[src/hdl/paged_record_packer_with_count_header_assert.svh]
// Assertion macros for the paged record packer.
// Used by the RTL files that carry concurrent checks; needs clk and rst_n in scope.
`ifndef PAGED_RECORD_PACKER_WITH_COUNT_HEADER_ASSERT_SVH
`define PAGED_RECORD_PACKER_WITH_COUNT_HEADER_ASSERT_SVH
`ifndef NO_ASSERTIONS
`define PRPC_ASSERT(lbl, prop, msg) \
  lbl: assert property (@(posedge clk) disable iff (!rst_n) (prop)) else $error(msg);
`define PRPC_ASSERT_NEXT(lbl, pre, post, msg) \
  lbl: assert property (@(posedge clk) disable iff (!rst_n) (pre) |=> (post)) else $error(msg);
`else
`define PRPC_ASSERT(lbl, prop, msg)
`define PRPC_ASSERT_NEXT(lbl, pre, post, msg)
`endif
`endif

[src/hdl/prpc_pkg.sv]
// Shared types, widths and codes for the paged record packer.
// No dependencies.
package prpc_pkg;

  localparam int DEF_PAGE_BYTES       = 4096;
  localparam int DEF_MAX_PAGES        = 64;
  localparam int DEF_MAX_RECORD_BYTES = 256;

  localparam int HEADER_BYTES = 4;
  localparam int WORD_BYTES   = 4;

  localparam int KIND_W      = 2;
  localparam int PAGE_NUM_W  = 6;
  localparam int BYTE_OFF_W  = 12;
  localparam int DATA_W      = 32;
  localparam int RB_W        = 9;
  localparam int PAGES_CFG_W = 7;
  localparam int PB_W        = 9;
  localparam int POINTS_W    = 11;
  localparam int OFFSET_W    = 13;
  localparam int USED_W      = 19;
  localparam int CFG_IDX_W   = 1;
  localparam int CFG_DATA_W  = 9;

  localparam int FIFO_DEPTH = 4;  // power of two, pointers wrap naturally

  localparam logic OPC_CLOSE = 1'b1;

  localparam logic [CFG_IDX_W-1:0] CFG_PAGES_IN_USE = 1'b0;
  localparam logic [CFG_IDX_W-1:0] CFG_POINT_BYTES  = 1'b1;

  typedef enum logic [KIND_W-1:0] {
    KIND_DATA   = 2'd0,
    KIND_HEADER = 2'd1,
    KIND_REJECT = 2'd2
  } kind_t;

  typedef enum logic [1:0] {
    FS_IDLE,
    FS_PUSH2,
    FS_DIV
  } front_state_t;

  typedef struct packed {
    kind_t                  kind;
    logic [PAGE_NUM_W-1:0]  page_number;
    logic [BYTE_OFF_W-1:0]  byte_offset;
    logic [DATA_W-1:0]      write_data;
    logic                   last;
  } result_t;

  typedef struct packed {
    logic            start;
    logic [RB_W-1:0] dividend;
    logic [PB_W-1:0] divisor;
  } div_req_t;

  typedef struct packed {
    logic            busy;
    logic [RB_W-1:0] quotient;
  } div_rsp_t;

endpackage

[src/hdl/paged_record_packer_with_count_header.sv]
// Paged record packer: front end, divider, result queue, output stage.
// The first result of an item goes through the result queue and the output register before it can be taken.
// Non-first words, closes and rejects are handled in the idle state; a header with a reject
// pushes the reject from the second-push state; a placed first word waits in the divide state
// for the 9-step point-count divider (a page header write overlaps it); a full result queue stalls input.
// Reset (synchronous, rst_n low): page 0, offset 4, count 0, pages 1, point 4.
module paged_record_packer_with_count_header #(
  parameter int PAGE_BYTES       = prpc_pkg::DEF_PAGE_BYTES,
  parameter int MAX_PAGES        = prpc_pkg::DEF_MAX_PAGES,
  parameter int MAX_RECORD_BYTES = prpc_pkg::DEF_MAX_RECORD_BYTES
) (
  input  logic                              clk,
  input  logic                              rst_n,
  input  logic                              in_valid,
  output logic                              in_ready,
  input  logic                              in_opcode,
  input  logic                              in_first_word,
  input  logic [prpc_pkg::RB_W-1:0]         in_record_bytes,
  input  logic [prpc_pkg::DATA_W-1:0]       in_data_word,
  output logic                              out_valid,
  input  logic                              out_ready,
  output logic [prpc_pkg::KIND_W-1:0]       out_kind,
  output logic [prpc_pkg::PAGE_NUM_W-1:0]   out_page_number,
  output logic [prpc_pkg::BYTE_OFF_W-1:0]   out_byte_offset,
  output logic [prpc_pkg::DATA_W-1:0]       out_write_data,
  output logic                              out_last,
  input  logic                              cfg_valid,
  output logic                              cfg_ready,
  input  logic [prpc_pkg::CFG_IDX_W-1:0]    cfg_index,
  input  logic [prpc_pkg::CFG_DATA_W-1:0]   cfg_data
);
  import prpc_pkg::*;

  logic     fifo_push;
  logic     fifo_full;
  logic     fifo_pop;
  logic     fifo_empty;
  result_t  fifo_wr;
  result_t  fifo_rd;
  div_req_t div_req;
  div_rsp_t div_rsp;

  prpc_front #(
    .PAGE_BYTES       (PAGE_BYTES),
    .MAX_PAGES        (MAX_PAGES),
    .MAX_RECORD_BYTES (MAX_RECORD_BYTES)
  ) u_front (
    .clk             (clk),
    .rst_n           (rst_n),
    .in_valid        (in_valid),
    .in_ready        (in_ready),
    .in_opcode       (in_opcode),
    .in_first_word   (in_first_word),
    .in_record_bytes (in_record_bytes),
    .in_data_word    (in_data_word),
    .cfg_valid       (cfg_valid),
    .cfg_ready       (cfg_ready),
    .cfg_index       (cfg_index),
    .cfg_data        (cfg_data),
    .fifo_push       (fifo_push),
    .fifo_entry      (fifo_wr),
    .fifo_full       (fifo_full),
    .div_req         (div_req),
    .div_rsp         (div_rsp)
  );

  prpc_div u_div (
    .clk   (clk),
    .rst_n (rst_n),
    .req   (div_req),
    .rsp   (div_rsp)
  );

  prpc_fifo u_fifo (
    .clk     (clk),
    .rst_n   (rst_n),
    .push    (fifo_push),
    .wr_data (fifo_wr),
    .full    (fifo_full),
    .pop     (fifo_pop),
    .empty   (fifo_empty),
    .rd_data (fifo_rd)
  );

  prpc_back u_back (
    .clk             (clk),
    .rst_n           (rst_n),
    .q_empty         (fifo_empty),
    .q_data          (fifo_rd),
    .q_pop           (fifo_pop),
    .out_valid       (out_valid),
    .out_ready       (out_ready),
    .out_kind        (out_kind),
    .out_page_number (out_page_number),
    .out_byte_offset (out_byte_offset),
    .out_write_data  (out_write_data),
    .out_last        (out_last)
  );

endmodule

[src/hdl/prpc_div.sv]
// Restoring divider, one quotient bit per cycle: record bytes over point size.
// Depends on prpc_pkg.
module prpc_div (
  input  logic               clk,
  input  logic               rst_n,
  input  prpc_pkg::div_req_t req,
  output prpc_pkg::div_rsp_t rsp
);
  import prpc_pkg::*;

  localparam int CNT_W = $clog2(RB_W + 1);

  logic [CNT_W-1:0] cnt_r, cnt_nxt;
  logic [RB_W-1:0]  dq_r, dq_nxt;
  logic [PB_W-1:0]  rem_r, rem_nxt;
  logic [PB_W-1:0]  dvs_r, dvs_nxt;
  logic [PB_W:0]    rem_sh;
  logic [PB_W:0]    rem_dif;
  logic             ge;

  always_comb begin
    rem_sh  = {rem_r, dq_r[RB_W-1]};
    ge      = rem_sh >= {1'b0, dvs_r};
    rem_dif = rem_sh - {1'b0, dvs_r};
    cnt_nxt = cnt_r;
    dq_nxt  = dq_r;
    rem_nxt = rem_r;
    dvs_nxt = dvs_r;
    if (req.start) begin
      cnt_nxt = CNT_W'(RB_W);
      dq_nxt  = req.dividend;
      rem_nxt = '0;
      dvs_nxt = req.divisor;
    end else if (cnt_r != '0) begin
      rem_nxt = ge ? rem_dif[PB_W-1:0] : rem_sh[PB_W-1:0];
      dq_nxt  = {dq_r[RB_W-2:0], ge};
      cnt_nxt = cnt_r - CNT_W'(1);
    end
  end

  always_ff @(posedge clk) begin
    if (!rst_n) begin
      cnt_r <= '0;
    end else begin
      cnt_r <= cnt_nxt;
    end
  end

  always_ff @(posedge clk) begin
    dq_r  <= dq_nxt;
    rem_r <= rem_nxt;
    dvs_r <= dvs_nxt;
  end

  assign rsp.busy     = cnt_r != '0;
  assign rsp.quotient = dq_r;

endmodule

[src/hdl/prpc_front.sv]
// Front end: takes items, checks capacity and page fit, keeps packing state
// and config, and queues the result items. Depends on prpc_pkg.
module prpc_front #(
  parameter int PAGE_BYTES       = prpc_pkg::DEF_PAGE_BYTES,
  parameter int MAX_PAGES        = prpc_pkg::DEF_MAX_PAGES,
  parameter int MAX_RECORD_BYTES = prpc_pkg::DEF_MAX_RECORD_BYTES
) (
  input  logic                               clk,
  input  logic                               rst_n,
  input  logic                               in_valid,
  output logic                               in_ready,
  input  logic                               in_opcode,
  input  logic                               in_first_word,
  input  logic [prpc_pkg::RB_W-1:0]          in_record_bytes,
  input  logic [prpc_pkg::DATA_W-1:0]        in_data_word,
  input  logic                               cfg_valid,
  output logic                               cfg_ready,
  input  logic [prpc_pkg::CFG_IDX_W-1:0]     cfg_index,
  input  logic [prpc_pkg::CFG_DATA_W-1:0]    cfg_data,
  output logic                               fifo_push,
  output prpc_pkg::result_t                  fifo_entry,
  input  logic                               fifo_full,
  output prpc_pkg::div_req_t                 div_req,
  input  prpc_pkg::div_rsp_t                 div_rsp
);
  import prpc_pkg::*;

  front_state_t            state_r, state_nxt;
  logic [PAGE_NUM_W-1:0]   page_r, page_nxt;
  logic [OFFSET_W-1:0]     offset_r, offset_nxt;
  logic [POINTS_W-1:0]     points_r, points_nxt;
  logic [USED_W-1:0]       used_r, used_nxt;
  logic [RB_W-1:0]         rwo_r, rwo_nxt;
  logic                    drop_r, drop_nxt;
  logic                    pend_r, pend_nxt;
  result_t                 second_r, second_nxt;
  logic [PAGES_CFG_W-1:0]  pages_cfg_r;
  logic [PB_W-1:0]         pb_cfg_r;

  logic                    acc;
  logic [PAGES_CFG_W-1:0]  pages_clamp;
  logic [PAGES_CFG_W-1:0]  page_inc;
  logic [PAGE_NUM_W-1:0]   new_page;
  logic                    last_page;
  logic [USED_W-1:0]       cap;
  logic [USED_W:0]         used_sum;
  logic                    bad;
  logic [OFFSET_W:0]       off_sum;
  logic                    need_new;
  logic [OFFSET_W-1:0]     base_off;
  logic [USED_W-1:0]       base_used;
  logic [PAGE_NUM_W-1:0]   base_page;
  logic [PB_W-1:0]         pb_eff;
  logic [OFFSET_W-1:0]     word_off;
  result_t                 hdr_res, rej_res, first_res, word_res;

  function automatic result_t mk_res(kind_t k, logic [PAGE_NUM_W-1:0] pg,
                                     logic [BYTE_OFF_W-1:0] off,
                                     logic [DATA_W-1:0] d, logic lst);
    result_t r;
    r.kind        = k;
    r.page_number = pg;
    r.byte_offset = off;
    r.write_data  = d;
    r.last        = lst;
    return r;
  endfunction

  assign acc       = in_valid && in_ready;
  assign in_ready  = (state_r == FS_IDLE) && !fifo_full;
  assign cfg_ready = 1'b1;

  always_comb begin
    pages_clamp = (pages_cfg_r > PAGES_CFG_W'(MAX_PAGES)) ? PAGES_CFG_W'(MAX_PAGES)
                                                           : pages_cfg_r;
    page_inc  = {1'b0, page_r} + PAGES_CFG_W'(1);
    new_page  = page_inc[PAGE_NUM_W-1:0];
    last_page = page_inc >= pages_clamp;
    cap       = USED_W'(pages_clamp) * USED_W'(PAGE_BYTES);
    used_sum  = {1'b0, used_r} + (USED_W+1)'(in_record_bytes);
    bad = (in_record_bytes == '0) || (in_record_bytes[1:0] != 2'b00)
       || (in_record_bytes > RB_W'(MAX_RECORD_BYTES))
       || ({1'b0, used_r} >= (USED_W+1)'(cap)) || (used_sum >= (USED_W+1)'(cap));
    off_sum   = {1'b0, offset_r} + (OFFSET_W+1)'(in_record_bytes);
    need_new  = off_sum > (OFFSET_W+1)'(PAGE_BYTES);
    base_off  = need_new ? OFFSET_W'(HEADER_BYTES) : offset_r;
    base_used = need_new ? USED_W'(USED_W'(PAGE_BYTES) * USED_W'(new_page)
                                   + USED_W'(HEADER_BYTES))
                         : used_r;
    base_page = need_new ? new_page : page_r;
    pb_eff    = (pb_cfg_r < PB_W'(WORD_BYTES)) ? PB_W'(WORD_BYTES) : pb_cfg_r;
    word_off  = offset_r - OFFSET_W'(rwo_r);

    hdr_res   = mk_res(KIND_HEADER, page_r, '0, DATA_W'(points_r), 1'b0);
    rej_res   = mk_res(KIND_REJECT, page_r, '0, '0, 1'b1);
    first_res = mk_res(KIND_DATA, base_page, base_off[BYTE_OFF_W-1:0], in_data_word, 1'b1);
    word_res  = mk_res(KIND_DATA, page_r, word_off[BYTE_OFF_W-1:0], in_data_word, 1'b1);
  end

  always_comb begin
    state_nxt  = state_r;
    page_nxt   = page_r;
    offset_nxt = offset_r;
    points_nxt = points_r;
    used_nxt   = used_r;
    rwo_nxt    = rwo_r;
    drop_nxt   = drop_r;
    pend_nxt   = pend_r;
    second_nxt = second_r;
    fifo_push  = 1'b0;
    fifo_entry = hdr_res;
    div_req.start    = 1'b0;
    div_req.dividend = in_record_bytes;
    div_req.divisor  = pb_eff;
    case (state_r)
      FS_IDLE: begin
        if (acc) begin
          if (in_opcode == OPC_CLOSE) begin
            fifo_push       = 1'b1;
            fifo_entry      = hdr_res;
            fifo_entry.last = 1'b1;
          end else if (in_first_word) begin
            rwo_nxt = '0;
            if (bad) begin
              fifo_push  = 1'b1;
              fifo_entry = rej_res;
              drop_nxt   = 1'b1;
            end else if (need_new && last_page) begin
              fifo_push  = 1'b1;
              fifo_entry = hdr_res;
              second_nxt = rej_res;
              drop_nxt   = 1'b1;
              state_nxt  = FS_PUSH2;
            end else begin
              drop_nxt      = 1'b0;
              page_nxt      = base_page;
              offset_nxt    = base_off + OFFSET_W'(in_record_bytes);
              used_nxt      = base_used + USED_W'(in_record_bytes);
              points_nxt    = need_new ? '0 : points_r;
              rwo_nxt       = in_record_bytes - RB_W'(WORD_BYTES);
              div_req.start = 1'b1;
              pend_nxt      = 1'b1;
              fifo_push     = 1'b1;
              if (need_new) begin
                fifo_entry = hdr_res;
                second_nxt = first_res;
                state_nxt  = FS_PUSH2;
              end else begin
                fifo_entry = first_res;
                state_nxt  = FS_DIV;
              end
            end
          end else if (!drop_r && (rwo_r != '0)) begin
            fifo_push  = 1'b1;
            fifo_entry = word_res;
            rwo_nxt    = rwo_r - RB_W'(WORD_BYTES);
          end
        end
      end
      FS_PUSH2: begin
        if (!fifo_full) begin
          fifo_push  = 1'b1;
          fifo_entry = second_r;
          state_nxt  = pend_r ? FS_DIV : FS_IDLE;
        end
      end
      FS_DIV: begin
        if (!div_rsp.busy) begin
          points_nxt = points_r + POINTS_W'(div_rsp.quotient);
          pend_nxt   = 1'b0;
          state_nxt  = FS_IDLE;
        end
      end
      default: begin
        state_nxt = FS_IDLE;
      end
    endcase
  end

  always_ff @(posedge clk) begin
    if (!rst_n) begin
      state_r     <= FS_IDLE;
      page_r      <= '0;
      offset_r    <= OFFSET_W'(HEADER_BYTES);
      points_r    <= '0;
      used_r      <= USED_W'(HEADER_BYTES);
      rwo_r       <= '0;
      drop_r      <= 1'b0;
      pend_r      <= 1'b0;
      pages_cfg_r <= PAGES_CFG_W'(1);
      pb_cfg_r    <= PB_W'(WORD_BYTES);
    end else begin
      state_r  <= state_nxt;
      page_r   <= page_nxt;
      offset_r <= offset_nxt;
      points_r <= points_nxt;
      used_r   <= used_nxt;
      rwo_r    <= rwo_nxt;
      drop_r   <= drop_nxt;
      pend_r   <= pend_nxt;
      if (cfg_valid && cfg_ready) begin
        case (cfg_index)
          CFG_PAGES_IN_USE: pages_cfg_r <= cfg_data[PAGES_CFG_W-1:0];
          CFG_POINT_BYTES:  pb_cfg_r    <= cfg_data[PB_W-1:0];
          default: begin
          end
        endcase
      end
    end
  end

  always_ff @(posedge clk) begin
    second_r <= second_nxt;
  end

endmodule

[src/hdl/prpc_fifo.sv]
// Short result queue between front and back ends.
// Depends on prpc_pkg and the assertion header.
`include "paged_record_packer_with_count_header_assert.svh"
module prpc_fifo (
  input  logic              clk,
  input  logic              rst_n,
  input  logic              push,
  input  prpc_pkg::result_t wr_data,
  output logic              full,
  input  logic              pop,
  output logic              empty,
  output prpc_pkg::result_t rd_data
);
  import prpc_pkg::*;

  localparam int PTR_W = $clog2(FIFO_DEPTH);
  localparam int CNT_W = $clog2(FIFO_DEPTH + 1);

  result_t          mem_r [FIFO_DEPTH];
  logic [PTR_W-1:0] wr_ptr_r, wr_ptr_nxt;
  logic [PTR_W-1:0] rd_ptr_r, rd_ptr_nxt;
  logic [CNT_W-1:0] count_r, count_nxt;

  assign full    = count_r == CNT_W'(FIFO_DEPTH);
  assign empty   = count_r == '0;
  assign rd_data = mem_r[rd_ptr_r];

  always_comb begin
    wr_ptr_nxt = push ? wr_ptr_r + PTR_W'(1) : wr_ptr_r;
    rd_ptr_nxt = pop ? rd_ptr_r + PTR_W'(1) : rd_ptr_r;
    count_nxt  = count_r;
    if (push && !pop) begin
      count_nxt = count_r + CNT_W'(1);
    end else if (pop && !push) begin
      count_nxt = count_r - CNT_W'(1);
    end
  end

  always_ff @(posedge clk) begin
    if (!rst_n) begin
      wr_ptr_r <= '0;
      rd_ptr_r <= '0;
      count_r  <= '0;
    end else begin
      wr_ptr_r <= wr_ptr_nxt;
      rd_ptr_r <= rd_ptr_nxt;
      count_r  <= count_nxt;
    end
  end

  always_ff @(posedge clk) begin
    if (push) begin
      mem_r[wr_ptr_r] <= wr_data;
    end
  end

  `PRPC_ASSERT(a_no_overflow, push |-> !full, "result pushed into full queue")
  `PRPC_ASSERT(a_no_underflow, pop |-> !empty, "result popped from empty queue")
  `PRPC_ASSERT_NEXT(a_count_up, push && !pop, count_r == $past(count_r) + CNT_W'(1), "queue count lost a push")

endmodule

[src/hdl/prpc_back.sv]
// Back end: output register stage that drains the result queue.
// Depends on prpc_pkg.
module prpc_back (
  input  logic                              clk,
  input  logic                              rst_n,
  input  logic                              q_empty,
  input  prpc_pkg::result_t                 q_data,
  output logic                              q_pop,
  output logic                              out_valid,
  input  logic                              out_ready,
  output logic [prpc_pkg::KIND_W-1:0]       out_kind,
  output logic [prpc_pkg::PAGE_NUM_W-1:0]   out_page_number,
  output logic [prpc_pkg::BYTE_OFF_W-1:0]   out_byte_offset,
  output logic [prpc_pkg::DATA_W-1:0]       out_write_data,
  output logic                              out_last
);
  import prpc_pkg::*;

  logic    valid_r, valid_nxt;
  result_t res_r;

  always_comb begin
    q_pop     = !q_empty && (!valid_r || out_ready);
    valid_nxt = valid_r;
    if (q_pop) begin
      valid_nxt = 1'b1;
    end else if (out_ready) begin
      valid_nxt = 1'b0;
    end
  end

  always_ff @(posedge clk) begin
    if (!rst_n) begin
      valid_r <= 1'b0;
    end else begin
      valid_r <= valid_nxt;
    end
  end

  always_ff @(posedge clk) begin
    if (q_pop) begin
      res_r <= q_data;
    end
  end

  assign out_valid       = valid_r;
  assign out_kind        = res_r.kind;
  assign out_page_number = res_r.page_number;
  assign out_byte_offset = res_r.byte_offset;
  assign out_write_data  = res_r.write_data;
  assign out_last        = res_r.last;

endmodule

[config.mk]
export PLATFORM = sky130hd
export DESIGN_NAME = paged_record_packer_with_count_header
export DESIGN_NICKNAME = d
export VERILOG_FILES = /design/src/hdl/prpc_pkg.sv /design/src/hdl/paged_record_packer_with_count_header.sv /design/src/hdl/prpc_div.sv /design/src/hdl/prpc_front.sv /design/src/hdl/prpc_fifo.sv /design/src/hdl/prpc_back.sv
export VERILOG_INCLUDE_DIRS = /design/src /design/src/hdl
export SDC_FILE = /design/constraint.sdc
export NUM_CORES = 1
export LEC_CHECK = 0
export BUFFER_PORTS_ARGS = -buffer_cell sky130_fd_sc_hd__buf_2
export CORE_UTILIZATION = 30
export DETAILED_ROUTE_END_ITERATION = 8
export PLACE_DENSITY = 0.47
export SKIP_LAST_GASP = 1
export SYNTH_ARGS = -nofsm -noshare
export SYNTH_HDL_FRONTEND = slang
export SYNTH_HIERARCHICAL = 1
export SYNTH_SLANG_ARGS = --single-unit
export TNS_END_PERCENT = 5
[constraint.sdc]
create_clock -name clk -period 21 [get_ports clk]
set_input_delay 4.2 -clock clk [delete_from_list [all_inputs] [get_ports clk]]
set_output_delay 4.2 -clock clk [all_outputs]
set_load 0.02 [all_outputs]
# Word level (Yosys, flattened, before mapping)
# Memories as Yosys holds them, arrays and structs flattened. A register that Yosys moved wholly into a read port is not among the register bits.
# Cells that the tools add are included.
# totals
inputBits	58
mem_bits_rw	212
ff_bits	168
memories	1
# classes
eq_ne	11
order_cmp	8
n_reduce_logical	40
n_addsub	16
n_mux	69
n_bitwise	5
# memory_table
memory	depth	word_bits	read_ports	rd_ports_with_merged_regs	wr	line_no	text
u_fifo.mem_r	4	53	1	1	1	prpc_fifo.sv:19	result_t mem_r [FIFO_DEPTH];
# op_table
cell	n
53-bit 2-to-1 mux	7
53-bit one-hot mux with 2 select lines	1
52-bit 2-to-1 mux	2
11-bit 2-to-1 mux	7
9-bit 2-to-1 mux	7
51-bit 2-to-1 mux	1
1-bit 2-to-1 mux	23
11-bit one-hot mux with 2 select lines	1
19-bit by 9-bit adder with 20-bit output	1
20-bit by 19-bit greater-or-equal comparator with 1-bit output	1
18-bit by 3-bit adder with 19-bit output (second input constant)	1
19-bit by 9-bit adder with 19-bit output	1
19-bit greater-or-equal comparator	1
19-bit 2-to-1 mux	1
2-bit 2-to-1 mux	9
6-bit AND reduction	3
9-bit by 3-bit subtractor with 9-bit output (second input constant)	2
13-bit by 9-bit adder with 14-bit output	1
14-bit by 13-bit greater-than comparator with 1-bit output (second input constant)	1
2-bit nonzero test	7
13-bit by 9-bit adder with 13-bit output	1
13-bit 2-to-1 mux	1
2-bit inequality test (second input constant)	6
12-bit by 9-bit subtractor with 12-bit output	1
other kinds (36)	62

# Depth between registers and ports, before layout
# logic_depth
depth_word	11
ltp_mapped	25
ltp_nobuf	22

# Hierarchy
# The synthesis kept the hierarchy.
# by_module_without_submodules
module	seq_area_each_um2	cells_per_inst	n_inst	area_per_inst_um2
prpc_front	3093.0	1159	1	9846.9
prpc_fifo	6546.3	320	1	8156.6
prpc_div	800.8	167	1	1767.9
prpc_back	1611.5	57	1	1635.3

# Worst setup path before layout
# No wires, ideal clock.
# synth_path
path_kind	input-to-reg
from	input in_record_bytes[0] (netlist name)
to	register u_front/second_r[10] (netlist name), enable pin
n_path_buf	0
required_time_ns	20.540
setup_ns	0.460
setup_slack_ns	10.782
stages	18
arrival_time_ns	9.758
path_cell_list	ha_1 -> inv_1 -> fa_1 -> nor2b_1 -> o2111ai_1 -> a211o_1 -> and2_1 -> nor2_1 -> nand2_1 -> xnor2_1 -> ha_1 -> or4_1 -> a221oi_1 -> o211ai_1 -> a311o_1 -> nor2_1 -> nand3_1 -> nor2_1
# synth_between
elab_chain_cells	7
# synth_lines
element	line_no	text
start, declared	paged_record_packer_with_count_header.sv:18	input logic [prpc_pkg::RB_W-1:0] in_record_bytes,
parallel branches: the longest is 6 deep, another holds 19-bit by 9-bit adder with 20-bit output	--	
6-bit AND reduction (no source line) *	--	
end signal, assigned	prpc_front.sv:213	second_r <= second_nxt;
end, declared	prpc_front.sv:36	result_t second_r, second_nxt;
# Every way passes the cells marked *.
# A chain may end at the register's enable or synchronous reset.

# Worst setup path after layout
# layout_path
from	input in_record_bytes[1] (netlist name)
to	register u_front.used_r[14]
# layout_between
elab_chain_cells	7
# layout_lines
element	line_no	text
parallel branches: the longest is 7 deep, another holds 19-bit by 9-bit adder with 19-bit output	--	
end signal, assigned	prpc_front.sv:186	used_r <= USED_W'(HEADER_BYTES);
end signal, assigned	prpc_front.sv:197	used_r <= used_nxt;
end, declared	prpc_front.sv:32	logic [USED_W-1:0] used_r, used_nxt;
# Parallel ways; which one is timed is not known.

==> out/results.ini <==
[floorplan]
dieArea_um2=72400
coreArea_um2=70300
die_w_um=269
start_util_pct=30.5
num_rows=97
num_io_pins=114
die_height_um=269

[synth]
ys_ff_latch=435
async_flop_share_pct=0
syn_area_um2=21400
synth_edf_count=334
ys.warnings.count=6
avgSynthCellArea_um2=12.6
yosysUniqueCellTypes=90
syn_inst=1703
synth_fp_nets=1865
ys_seq_area_share_pct=56.3
synth_ff_type=edfxtp_1

[power]
ir_drop_v=0.0000629
power_density_nw_per_um2=108
p_leak_nw=8.69

[cells_and_area]
fill_cells=6862
syn_to_final_growth_pct=14.1
stdcell_count=2769
fin_nets=1951
multiInputGateArea_um2=8600
final_layout_size_suffix_gt1_share_pct=17.2
num_antenna_cells=0
seq_area_um2=12100

[worst_setup_path]
crit_arrival_ps=10160
crit_type=input pin to flop
crit_path_max_fanout=31
worstSetupStartpointType=input pin
crit_required_ps=21480
cpMaxStageDelayCell=a31o_1
crit_chain=buf_2 -> inv_1 -> fa_1 -> nand2b_1 -> a211oi_1 -> o21ai_1 -> a2111o_1 -> nor4b_2 -> a31o_1 -> buf_4 -> nand2_1 -> fa_1 -> nor2b_1 -> o21a_1 -> o21ai_0 -> a211oi_1 -> o21ai_0 -> buf_4 -> nor2_1 -> nor2_1 -> o311a_1 -> a31o_2
critical-path-max-stage-delay_ps=600
crit_family=compound AO/OA/AOI/OAI gates
crit_buf_inv=4
cp-end-kind=flop

[sta]
finalClockSkew_ps=38.9
worst-slew-pin-transition_ps=1130
hold_viol=0
fin_crit_sh_pct=46.1
max_slew_margin_pct=24.2
timing.fmax_mhz=103
maxSlewViolCount=0
rsz0062_at_grt=no
finalSetupTns_ps=0
finalSetupViolations=0
layout_min_cycle_time_ps=9670

[global_route]
grt_pass1_wl_mm=84.8
grt-ovfl-total=0
grt_pass1_vias=14143
grt_max_degree=59
grtUsageTotal_pct=15.1
antenna_found_initial=3

[clock_tree]
clk_pin_slew_ps=60
root_buffer=clkbuf_16
postCtsSetupRepairBufs=0
post_cts_resize_count=0
clockBufferDepth=3
cts_inserted_buffers=50
insertion_delay_ps=610
clkSinkCount=435
cts_tree=yes
htreeDepth=2
cts_hold_buf=0

[routing]
antenna_left=0
vias=14052
drc=0
drt_wl_total_mm=55.6
detail_route.iter0.violations=841
drtPass1Iterations=8
wl_per_cell_um=20.1
avgViaCountPerCell=5.07

[placed_design]
gp_congestion=0.808
dp_cells=2676
dp_hpwl_mm=36.5
portBuffers=112

[worst_hold_path]
hold_class=flop to flop

[flow_run]
drv_cap=0

[outcome]
status=finished, final reports clean

==> synthesized netlist by cell type (15+ instances only) <==
| cell type | instances | area share, % |
|---|---|---|
| clkbuf_1 | 59 | 1.0 |
| and2_1 | 71 | 2.1 |
| a21oi_1 | 81 | 1.9 |
| nor3_1 | 37 | 0.87 |
| a31oi_1 | 19 | 0.56 |
| o21ai_0 | 73 | 1.7 |
| inv_1 | 62 | 1.1 |
| ha_1 | 96 | 5.6 |
| mux2_2 | 17 | 0.89 |
| xor2_1 | 24 | 0.98 |
| mux4_2 | 50 | 5.3 |
| nor2_1 | 94 | 1.6 |
| a22o_1 | 23 | 0.94 |
| buf_2 | 20 | 0.47 |
| a21o_1 | 23 | 0.81 |
| dfxtp_1 | 101 | 9.4 |
| xnor2_1 | 43 | 1.8 |
| nor2b_1 | 18 | 0.53 |
| mux2i_1 | 23 | 1.1 |
| nand3_1 | 41 | 0.96 |
| edfxtp_1 | 334 | 47 |
| nand2_1 | 105 | 1.8 |
| nand2b_1 | 19 | 0.56 |
| a211oi_1 | 15 | 0.53 |
==> path summary, 6_finish.rpt <==
| path | from | to | slack, ps | depth (start not counted) |
|---|---|---|---|---|
| min reg2reg | u_front/pb_cfg_r[0] | u_front/pb_cfg_r[0] | 460 | 2 |
| max reg2reg | u_front/offset_r[1] | u_front/used_r[14] | 14760 | 21 |
| min | u_front/pb_cfg_r[0] | u_front/pb_cfg_r[0] | 460 | 2 |
| max | in_record_bytes[1] | u_front/used_r[14] | 11330 | 22 |
==> cells by family after synthesis <==
logic type	count (synthesis)	share of synthesized area, %
flops	435	56.3
buf+inv	166	3.71
compound gates	391	12.7
other cells	1	0.0175
mux	93	7.60
fa+ha+maj	104	6.36
simple gates	446	10.6
xor+xnor	67	2.74
==> tightest hold or removal path, stage by stage (launching register included) <==
cell	delay, ps
dfxtp_1	310
nand2_1	50
a21oi_1	50
==> through the flow <==
stage / setup slack [ps] / instance area, um^2 / power (W) / utilization (%) / hold WS [ps]
after detailed placement: 10720 / 22800 / 0.00184 / 32.5 / 455
after global routing: 10930 / 24400 / 0.00278 / 34.8 / 494
after CTS: 11330 / 24400 / 0.00269 / 34.7 / 464
final: 11330 / 24400 / 0.00265 / 34.8 / 459
after floorplan: 10780 / 21400 / 0.00164 / - / 432
after global placement: 10820 / 22800 / 0.00183 / 32.5 / 447
==> power by group <==
| part | leakage (nW) | total (W) | switching [W] | internal [W] |
|---|---|---|---|---|
| sequential | 3.92 | 0.00117 | 0.0000713 | 0.00110 |
| clock | 0.777 | 0.000846 | 0.000364 | 0.000481 |
| combinational | 4.00 | 0.000632 | 0.000380 | 0.000252 |
| total | 8.69 | 0.00265 | 0.000815 | 0.00183 |
==> flip-flops by register name, summed over array words and instances (netlist names), 4 cells and up, named ones only <==
register                flops
u_fifo/mem_r              212
u_front/page_r              6
u_div/rem_r                 9
u_back/out_page_number      6
u_div/dq_r                  9
u_front/second_r           51
u_front/used_r             19
u_div/cnt_r                 4
u_div/dvs_r                 9
u_front/points_r           11
u_front/rwo_r               9
u_back/out_write_data      32
u_front/offset_r           13
u_front/pb_cfg_r            9
u_front/pages_cfg_r         7
u_back/out_byte_offset     12
==> layout make-up <==
cell class | count | share of cell area, %
tap | 940 | 4.82
inverter | 64 | 0.984
timing repair buffer | 136 | 3.02
sequential | 435 | 49.4
clock buffer | 74 | 5.74
clock inverter | 18 | 0.840
multi-input combinational | 1102 | 35.2
==> layout by cell type, fill, tap and decap left out, types with 37 or more instances in the layout <==
| cell | count |
|---|---|
| edfxtp_1 | 334 |
| buf_2 | 113 |
| nand2_1 | 104 |
| dfxtp_1 | 99 |
| ha_1 | 96 |
| nor2_1 | 92 |
| a21oi_1 | 81 |
| o21ai_0 | 73 |
| and2_1 | 67 |
| inv_1 | 62 |
| clkbuf_16 | 50 |
| mux4_2 | 50 |
| xnor2_1 | 43 |
| nand3_1 | 41 |
| nor3_1 | 37 |
==> per-layer routing <==
layer  global-route usage (%)  part of all wire, %
met5                        0                0.031
met2                     25.2                   47
met4                     4.77                  2.6
met3                     2.76                  5.1
met1                     19.8                   45
Note: power is estimated with default switching activity, not from simulation.
